File: config.mk
export PLATFORM = sky130hd
export DESIGN_NAME = mfek_ctrl
export DESIGN_NICKNAME = d
export VERILOG_FILES = /design/src/mfek_pkg.sv /design/src/mfek_ctrl.sv
export SDC_FILE = /design/constraint.sdc
export NUM_CORES = 1
export LEC_CHECK = 0
export BUFFER_PORTS_ARGS = -buffer_cell sky130_fd_sc_hd__buf_2
export CAP_MARGIN = 30
export CORE_ASPECT_RATIO = 0.5
export CORE_MARGIN = 3
export CORE_UTILIZATION = 53
export CTS_BUF_LIST = sky130_fd_sc_hd__clkbuf_4 sky130_fd_sc_hd__clkbuf_8
export DETAILED_ROUTE_END_ITERATION = 8
export GPL_TIMING_DRIVEN = 0
export PLACE_DENSITY_LB_ADDON = 0.2
export SLEW_MARGIN = 5
export SYNTH_ARGS = -nofsm -noshare
export SYNTH_HDL_FRONTEND = slang
export SYNTH_SLANG_ARGS = --single-unit
File: constraint.sdc
create_clock -name clk_i -period 2.2 [get_ports clk_i]
set_input_delay 0.44 -clock clk_i [delete_from_list [all_inputs] [get_ports clk_i]]
set_output_delay 0.44 -clock clk_i [all_outputs]
set_load 0.02 [all_outputs]
File: src/mfek_pkg.sv
// Shared types and codes for the max-flow block.
package mfek_pkg;

  typedef enum logic [1:0] {
    OP_ADD   = 2'd0,
    OP_SOLVE = 2'd1,
    OP_CLEAR = 2'd2
  } op_e;

  typedef enum logic [1:0] {
    STAT_OK    = 2'd0,
    STAT_RANGE = 2'd1,
    STAT_SAT   = 2'd2
  } status_e;

  localparam int unsigned FlowWidth = 21;
  localparam logic [FlowWidth-1:0] FLOW_MAX = 21'h1FFFFF;
  localparam int unsigned CountWidth = 7;

  typedef enum logic [4:0] {
    DP_NOP,
    DP_ACCEPT,
    DP_CLR,
    DP_ADD0,
    DP_ADD1,
    DP_ADD2,
    DP_ADD3,
    DP_ADD4,
    DP_INIT,
    DP_POP,
    DP_PCAP,
    DP_BCAP,
    DP_SCAN,
    DP_PRD,
    DP_APAR,
    DP_AR2,
    DP_AW1,
    DP_AW2,
    DP_OUT
  } dp_act_e;

  typedef struct packed {
    dp_act_e act;
  } mfek_cmd_t;

  typedef struct packed {
    logic clr_last;
    logic add_bad;
    logic add_sat;
    logic self_loop;
    logic q_empty;
    logic p_is_sink;
    logic scan_done;
    logic aug_stop;
  } mfek_stat_t;

endpackage

File: src/mfek_ctrl.sv
// Sequencer for edge insertion, matrix clearing and the augmenting-path search.
module mfek_ctrl (
  input  logic               clk_i,
  input  logic               rst_ni,
  input  logic               in_valid_i,
  output logic               in_stall_o,
  input  logic [1:0]         op_i,
  output logic               out_valid_o,
  input  logic               out_stall_i,
  input  mfek_pkg::mfek_stat_t stat_i,
  output mfek_pkg::mfek_cmd_t  cmd_o
);
  import mfek_pkg::*;

  typedef enum logic [18:0] {
    ST_RST_CLR = 19'h00001,
    ST_IDLE    = 19'h00002,
    ST_CLR     = 19'h00004,
    ST_ADD0    = 19'h00008,
    ST_ADD1    = 19'h00010,
    ST_ADD2    = 19'h00020,
    ST_ADD3    = 19'h00040,
    ST_ADD4    = 19'h00080,
    ST_INIT    = 19'h00100,
    ST_POP     = 19'h00200,
    ST_POPW    = 19'h00400,
    ST_BRD     = 19'h00800,
    ST_SCAN    = 19'h01000,
    ST_ACHK    = 19'h02000,
    ST_APAR    = 19'h04000,
    ST_AR2     = 19'h08000,
    ST_AW1     = 19'h10000,
    ST_AW2     = 19'h20000,
    ST_DONE    = 19'h40000
  } state_e;

  state_e state_q, state_d;
  logic   out_valid_q, out_valid_d;
  logic   accept;
  logic   out_free;

  assign in_stall_o  = (state_q != ST_IDLE);
  assign accept      = in_valid_i && (state_q == ST_IDLE);
  assign out_free    = !out_valid_q || !out_stall_i;
  assign out_valid_o = out_valid_q;

  always_comb begin
    state_d     = state_q;
    cmd_o.act   = DP_NOP;
    out_valid_d = out_valid_q && out_stall_i;
    case (state_q)
      ST_RST_CLR: begin
        cmd_o.act = DP_CLR;
        if (stat_i.clr_last) state_d = ST_IDLE;
      end
      ST_IDLE: begin
        if (accept) begin
          cmd_o.act = DP_ACCEPT;
          case (op_i)
            OP_ADD:   state_d = ST_ADD0;
            OP_SOLVE: state_d = ST_INIT;
            OP_CLEAR: state_d = ST_CLR;
            default:  state_d = ST_DONE;
          endcase
        end
      end
      ST_CLR: begin
        cmd_o.act = DP_CLR;
        if (stat_i.clr_last) state_d = ST_DONE;
      end
      ST_ADD0: begin
        cmd_o.act = DP_ADD0;
        state_d   = stat_i.add_bad ? ST_DONE : ST_ADD1;
      end
      ST_ADD1: begin
        cmd_o.act = DP_ADD1;
        state_d   = ST_ADD2;
      end
      ST_ADD2: begin
        cmd_o.act = DP_ADD2;
        state_d   = ST_ADD3;
      end
      ST_ADD3: begin
        cmd_o.act = DP_ADD3;
        state_d   = (stat_i.add_sat || stat_i.self_loop) ? ST_DONE : ST_ADD4;
      end
      ST_ADD4: begin
        cmd_o.act = DP_ADD4;
        state_d   = ST_DONE;
      end
      ST_INIT: begin
        cmd_o.act = DP_INIT;
        state_d   = ST_POP;
      end
      ST_POP: begin
        if (stat_i.q_empty) begin
          state_d = ST_DONE;
        end else begin
          cmd_o.act = DP_POP;
          state_d   = ST_POPW;
        end
      end
      ST_POPW: begin
        cmd_o.act = DP_PCAP;
        state_d   = ST_BRD;
      end
      ST_BRD: begin
        cmd_o.act = DP_BCAP;
        state_d   = stat_i.p_is_sink ? ST_ACHK : ST_SCAN;
      end
      ST_SCAN: begin
        cmd_o.act = DP_SCAN;
        if (stat_i.scan_done) state_d = ST_POP;
      end
      ST_ACHK: begin
        if (stat_i.aug_stop) begin
          state_d = ST_INIT;
        end else begin
          cmd_o.act = DP_PRD;
          state_d   = ST_APAR;
        end
      end
      ST_APAR: begin
        cmd_o.act = DP_APAR;
        state_d   = ST_AR2;
      end
      ST_AR2: begin
        cmd_o.act = DP_AR2;
        state_d   = ST_AW1;
      end
      ST_AW1: begin
        cmd_o.act = DP_AW1;
        state_d   = ST_AW2;
      end
      ST_AW2: begin
        cmd_o.act = DP_AW2;
        state_d   = ST_ACHK;
      end
      ST_DONE: begin
        if (out_free) begin
          cmd_o.act   = DP_OUT;
          out_valid_d = 1'b1;
          state_d     = ST_IDLE;
        end
      end
      default: state_d = ST_IDLE;
    endcase
  end

  always_ff @(posedge clk_i or negedge rst_ni) begin
    if (!rst_ni) begin
      state_q     <= ST_RST_CLR;
      out_valid_q <= 1'b0;
    end else begin
      state_q     <= state_d;
      out_valid_q <= out_valid_d;
    end
  end

endmodule

==> results of run 1 <==
stage by stage:
| step | worst slack, ps | hold WS, ps | instance area, µm² | TNS [ps] | util |
|---|---|---|---|---|---|
| 3_3_place_gp | -447 | 415 | 1630 | -1970 | 0.676 |
| 4_1_cts | -300 | 138 | 2290 | -1990 | 0.947 |
| 2_1_floorplan | -115 | 144 | 1490 | -181 | - |
| 3_5_place_dp | -464 | 425 | 1630 | -2290 | 0.676 |
logic make-up after synthesis:
| kind of cell | Yosys count |
|---|---|
| xor gates and xnor gates | 8 |
| muxes | 3 |
| and+or+nand+nor | 93 |
| AOI/OAI and AO/OA | 25 |
| buffers and inverters | 16 |
| DFF | 20 |
what timing repair did:
item	CTS
pin swaps	19
buffers inserted	52
resized for setup	58
setup endpoints to repair	10
hold buffers	0
cloned	0
==> flow_summary.yaml, run 1 <==
yosys:
  yosys.area_share.adder: 0
  ys_types: 40
  synth-compound-area-share: 0.111
  synth_commonest_cells: "19 x dfrtp_1, 16 x nor2_1, 13 x nor4_1"
  async_flop_share: 1.00
  netlist_area_um2: 1480
  synth_top_area_cell: "dfrtp_1"
  synth_most_common_cell: "dfrtp_1"
  synthCells: 165
  synth-main-ff-cell: "dfrtp_1"
  ys_seq_elements: 20
  synth.avg_cell_area_um2: 8.97
  synth_mux_area_frac: 0.0211
  synthXorXnorAreaFrac: 0.0473
  synth_top_family_by_area: "simple AND/OR/NAND/NOR gates"
  synth_seq_area_share: 0.339
  synth_area_leaders: "dfrtp_1 32%, nor4_4 5.7%, nor4_1 5.5%"
  synth_fp_nets: 179
  synth_edf_count: 0
  synth_warnings: 0
  synth_top_area_frac: 0.321
  yosys.area_share.simple: 0.427
clock_tree:
  clk_path_buf_depth: 2
  cts_buffers: 3
  cts_sinks: 20
  htreeDepth: 1
  cts-root-buf: "clkbuf_8"
placed_design:
  dp_hpwl_mm: 2.69
  place.gp.congestion: 0.842
  placedCellCount: 220
  io_buffer_count: 20
timing:
  worstEpCategory: "output port"
  postGrtWorstEndpoint: "cmd_o[0]"
global_routing:
  grt_max_degree: 21
die:
  start_util: 0.612
  floorplan.die.height_um: 43.4
  dieWidth_um: 80.7
  num_rows: 12
  io_pins: 21
outcome:
  status: "did not finish"
  tool.error: "[ERROR DPL-0038] Utilization greater than 100%, impossible to legalize"
  haltStage: "global routing (5_1_grt)"
==> run 2, diff against run 1 <==
CORE_ASPECT_RATIO = unset   (was 0.5)
CORE_UTILIZATION = 40   (was 53)
CTS_BUF_LIST = unset   (was sky130_fd_sc_hd__clkbuf_4 sky130_fd_sc_hd__clkbuf_8)
PLACE_DENSITY_LB_ADDON = 0.15   (was 0.2)
clock period = 2.85 ns   (was 2.2 ns; I/O delays follow)
==> flow_summary.yaml, run 2 <==
outcome:
  status: "finished clean"
yosys:
  ys_seq_elements: 20
  synth_warnings: 0
  synth_top_area_cell: "dfrtp_1"
  netlist_area_um2: 1480
  synth_commonest_cells: "19 x dfrtp_1, 16 x nor2_1, 13 x nor4_1"
  synthCells: 165
  synth_top_area_frac: 0.321
  synth_edf_count: 0
  ys_types: 40
  async_flop_share: 1.00
  synth_most_common_cell: "dfrtp_1"
  synth-main-ff-cell: "dfrtp_1"
  synth_seq_area_share: 0.339
  synth_area_leaders: "dfrtp_1 32%, nor4_4 5.7%, nor4_1 5.5%"
  synth_fp_nets: 179
  synth.avg_cell_area_um2: 8.97
cells_and_area:
  final_cell_mix: "26 x buf_2, 17 x buf_4, 17 x dfrtp_1"
  syn2layout_area_growth_pct: 29.7
  largest_register: "state_q"
  multi_input_area_um2: 983
  drive_above_1_share: 0.361
  final_area_um2: 1920
  final_util: 0.558
  nets: 217
  seq_area_um2: 504
  antenna_cells: 0
  largest_reg_flops: 19
  final_common_cell: "buf_2"
  fillCellCount: 313
timing:
  layout_min_cycle_time_ps: 2780
  fin_skew_ps: 8.11
  slew_headroom: 0.671
  rsz0062_at_grt: "true"
  fin_setup_tns_ps: 0
  max_clock_freq_ghz: 0.360
  whs_ps: 251
  hold_violations: 0
  tightest_slew_ps: 494
  finalCritPeriodShare: 0.975
  drv_slew: 0
  finalSetupViolations: 0
die:
  floorplan.die.height_um: 66.8
  core_um2: 3440
  dieWidth_um: 66.8
  num_rows: 21
  dieArea_um2: 4470
  io_pins: 21
  start_util: 0.430
setup_path:
  crit_chain: "buf_6, nor4_4, buf_4, nand2_2, or3_4, nor4b_1, nand2_1, buf_6"
  cp_max_fo: 9
  cpPeakStageDelay_ps: 390
  slowest_stage: "dfrtp_1"
  arrival_ps: 2210
  cpMostUsedCell: "buf_6"
  worstSetupPathType: "register to primary output"
  cp.required_ps: 2280
  cp-end-kind: "primary output"
  r2r-start: "state_q[1]"
  cp-start-kind: "register"
  cp-startpoint: "state_q[8]"
clock_tree:
  cts_buffers: 3
  clkLatencyLatePin_ps: 270
  hold_buffers: 0
  htreeDepth: 1
  cts-root-buf: "clkbuf_8"
  clk_path_buf_depth: 2
  cts_sinks: 20
  clkTransAtPathRegs_ps: 90
  cts_tree: "yes"
power:
  max-vdd-ir-drop_mv: 0.578
  pwr-share-clk: 0.179
  p_switching_uw: 714
  p_leak_uw: 0.000838
  p_int_uw: 937
  powerDensity_nw_per_um2: 860
  p_seq_frac: 0.220
  p_comb_frac: 0.601
  swShare: 0.433
global_routing:
  grt_pass1_wl_mm: 6.27
  grt_pass1_vias: 1301
  grt_usage: 0.185
  overflow: 0
  grt_max_degree: 21
  antenna_found_initial: 0
placed_design:
  dp_hpwl_mm: 2.65
  place.gp.congestion: 0.864
  dpl_cell_area_um2: 1640
  io_buffer_count: 20
hold_path:
  min_path_type: "input port to async pin"
drt:
  drt_wl_total_mm: 3.98
  vias_per_cell: 5.75
  drcViolationCount: 0
  dr.pass1.iters: 4
  wl_per_cell_um: 16.0
  detail-route-antenna-nets: 0
  via_count: 1427
  drt-initial-drc-count: 118
job:
  max_cap_viol_count: 0
-- run 2: what timing repair did --
action	CTS	global route
endpoints found under the hold margin	0	0
setup buffers	10	4
pin swaps	5	7
endpoints found under the setup margin	5	5
gates resized for setup	6	21
cloned	0	0
-- run 2: per-stage QoR --
| stage | worst slack (ps) | std cells | total power (µW) |
|---|---|---|---|
| finish | 72.1 | 248 | 1650 |
| global route | -18.2 | 248 | 1750 |
| CTS | 24.1 | 245 | 1520 |
| detailed placement | 43.8 | 231 | 1120 |
| global placement | 52.2 | 231 | 1110 |
| floorplan | 404 | 165 | 942 |
-- run 2: kinds of logic after synthesis --
family / after synthesis / share of synthesized area
XOR/XNOR: 8 / 0.0473
AO/OA/AOI/OAI: 25 / 0.111
multiplexers: 3 / 0.0211
buffers and inverters: 16 / 0.0549
AND/OR/NAND/NOR: 93 / 0.427
flip-flops: 20 / 0.339
-- run 2: path summary, 6_finish.rpt --
check,endpoint,slack (ps),cells past startpoint
max in group asynchronous,state_q[0],2230,1
setup reg to reg,state_q[2],580,8
hold / removal,state_q[6],250,1
setup / recovery,cmd_o[0],70,8
hold reg to reg,out_valid_o,570,2
min in group clk_i,state_q[7],470,2
-- run 2: worst max-delay path: cells and delay by family (launching register included) --
kind          cells  cell delay (ps)
simple gates      5             1060
buf+inv           3              480
flops             1              390
-- run 2: power groups by stage --
stage	Combinational [µW]	Clock, µW	Sequential [µW]
after floorplan	587	0	355
after global placement	762	0	352
after detailed placement	771	0	354
after CTS	871	298	354
after global routing	1070	314	368
final	992	295	364
-- run 2: final cells by class --
| type | instances | area share |
|---|---|---|
| clock inverter | 1 | 0.0156 |
| timing repair buffer | 34 | 0.111 |
| tap | 46 | 0.0300 |
| inverter | 3 | 0.00587 |
| clock buffer | 3 | 0.0215 |
| multi-input combinational | 129 | 0.512 |
| sequential | 20 | 0.263 |
| buffer | 12 | 0.0404 |
-- run 2: layer usage --
metal | vias to the layer above | GRT usage | wire length [µm]
li1 | 696 | - | -
met5 | - | 0 | 0
met3 | 7 | 0.0320 | 143
met2 | 28 | 0.286 | 1860
met1 | 696 | 0.262 | 1900
met4 | 0 | 0.0533 | 70
(Power assumes the default switching activity.)
==> run 3, diff against run 2 <==
ABC_AREA = 1   (was unset)
==> flow_summary.yaml, run 3 <==
outcome:
  status: "finished clean"
yosys:
  synthCells: 202
  synth.avg_cell_area_um2: 7.32
  synth_top_area_cell: "dfrtp_1"
  synth_area_leaders: "dfrtp_1 32%, nand2_1 10%, inv_1 6.9%"
  synth_top_family_by_area: "simple AND/OR/NAND/NOR gates"
  synth_most_common_cell: "nand2_1"
  synthXorXnorAreaFrac: 0
  ys_seq_elements: 20
  synth_warnings: 0
  yosys.area_share.simple: 0.541
  async_flop_share: 1.00
  synth-compound-area-share: 0.0296
  synth_top_area_frac: 0.322
  netlist_area_um2: 1480
  synth_commonest_cells: "40 x nand2_1, 27 x inv_1, 26 x nor2_1"
  synth_fp_nets: 216
  ys_types: 28
  synth-main-ff-cell: "dfrtp_1"
  synth_seq_area_share: 0.340
  synth_mux_area_frac: 0
  yosys.area_share.adder: 0
  synth_edf_count: 0
global_routing:
  overflow: 0
  grt_pass1_wl_mm: 5.77
  antenna_found_initial: 0
  grt_pass1_vias: 1284
  grt_max_degree: 21
  grt_usage: 0.171
timing:
  hold_violations: 0
  layout_min_cycle_time_ps: 2420
  rsz0062_at_grt: "false"
  whs_ps: 250
  worst_slack_ps: 433
  finalCritPeriodShare: 0.848
  max_clock_freq_ghz: 0.414
  fin_skew_ps: 8.59
  fin_setup_tns_ps: 0
  finalSetupViolations: 0
  tightest_slew_ps: 461
  slew_headroom: 0.693
  drv_slew: 0
drt:
  drt-initial-drc-count: 40
  via_count: 1295
  drt_wl_total_mm: 3.24
  dr.pass1.iters: 4
  vias_per_cell: 4.76
  detail-route-antenna-nets: 0
  wl_per_cell_um: 11.9
  drcViolationCount: 0
placed_design:
  dp_hpwl_mm: 2.78
  placedCellCount: 268
  io_buffer_count: 20
  pre_cts_slack_ps: 712
  place.gp.congestion: 0.878
clock_tree:
  htreeDepth: 1
  cts-root-buf: "clkbuf_8"
  clkLatencyLatePin_ps: 260
  cts_buffers: 3
  cts_tree: "yes"
  hold_buffers: 0
  clk_path_buf_depth: 2
  clkTransAtPathRegs_ps: 80
  ctsResizeCount: 0
  cts_sinks: 20
  post_cts_buffers: 0
power:
  p_leak_uw: 0.000971
  powerDensity_nw_per_um2: 788
  max-vdd-ir-drop_mv: 0.407
cells_and_area:
  fillCellCount: 367
  largest_reg_flops: 19
  antenna_cells: 0
  final_cells: 272
  largest_register: "state_q"
  final_common_cell: "nand2_1"
  drive_above_1_share: 0.323
  seq_area_um2: 502
  final_cell_mix: "40 x nand2_1, 27 x inv_1, 26 x nor2_1"
  multi_input_area_um2: 843
  nets: 241
  syn2layout_area_growth_pct: 13.7
setup_path:
  cp-start-kind: "register"
  cp.required_ps: 2280
  cp_max_fo: 4
  worstSetupPathType: "register to primary output"
  cp-end-kind: "primary output"
  arrival_ps: 1850
die:
  start_util: 0.429
  floorplan.die.height_um: 66.8
  io_pins: 21
  dieArea_um2: 4460
  num_rows: 21
  core_um2: 3440
  dieWidth_um: 66.8
hold_path:
  min_path_type: "input port to async pin"
job:
  max_cap_viol_count: 0
## run 3: changes by cell type in the layout (fill, tap and decap cells not counted), moves of 9 or more
cell and delta:
nand2_1 +31, inv_1 +24, buf_4 -17, nand3_1 +14
nor2_1 +11, nand2_2 +10, nor4_1 -10, nor2_4 +9
## run 3: kinds of logic after synthesis
family,after synthesis
flip-flops,20
buffers and inverters,34
AND/OR/NAND/NOR,141
AO/OA/AOI/OAI,7
## run 3: critical path, cell delays in order (launching register included)
cell      delay [ps]
dfstp_2          550
nor2_2            50
nand2_2          110
nor2_1            80
nand3_1          170
nand2_1          110
nor3b_2          230
nand3b_1         110
buf_2            180
## run 3: stage by stage
| stage | util | instance area [µm²] | power, µW |
|---|---|---|---|
| after floorplan | - | 1480 | 984 |
| after global placement | 0.475 | 1640 | 1140 |
| after detailed placement | 0.475 | 1640 | 1150 |
| after CTS | 0.488 | 1680 | 1340 |
| after global routing | 0.488 | 1680 | 1440 |
| final | 0.488 | 1680 | 1320 |
## run 3: worst paths after layout
path | startpoint | end | slack (ps) | cells after the start
worst max register to register | state_q[13] | state_q[1] | 1300 | 10
worst min-delay path | rst_ni | state_q[15] | 250 | 1
worst max-delay path | state_q[0] | cmd_o[2] | 430 | 8
min in group clk_i | stat_i[5] | state_q[7] | 480 | 2
worst min register to register | state_q[0] | state_q[0] | 490 | 2
max in group asynchronous | rst_ni | state_q[0] | 2250 | 1
## run 3: power breakdown
part	internal (µW)	total [µW]	switching [µW]	leakage, µW
Clock	99.5	194	94.2	0.0000228
Combinational	266	785	518	0.000677
Sequential	320	346	26.2	0.000271
Total	685	1320	639	0.000971
## run 3: layout make-up
cell class,instances,share of cell area
Multi-Input combinational cell,148,0.502
Timing Repair Buffer,20,0.0596
Sequential cell,20,0.299
Tap cell,46,0.0343
Clock buffer,4,0.0268
Inverter,34,0.0789
## run 3: routing by layer
metal | vias to the layer above | part of all wire | track usage
met5 | - | 0 | 0
met4 | 0 | 0.011 | 0.0457
met3 | 5 | 0.031 | 0.0185
met2 | 15 | 0.47 | 0.290
met1 | 594 | 0.48 | 0.231
li1 | 681 | - | -
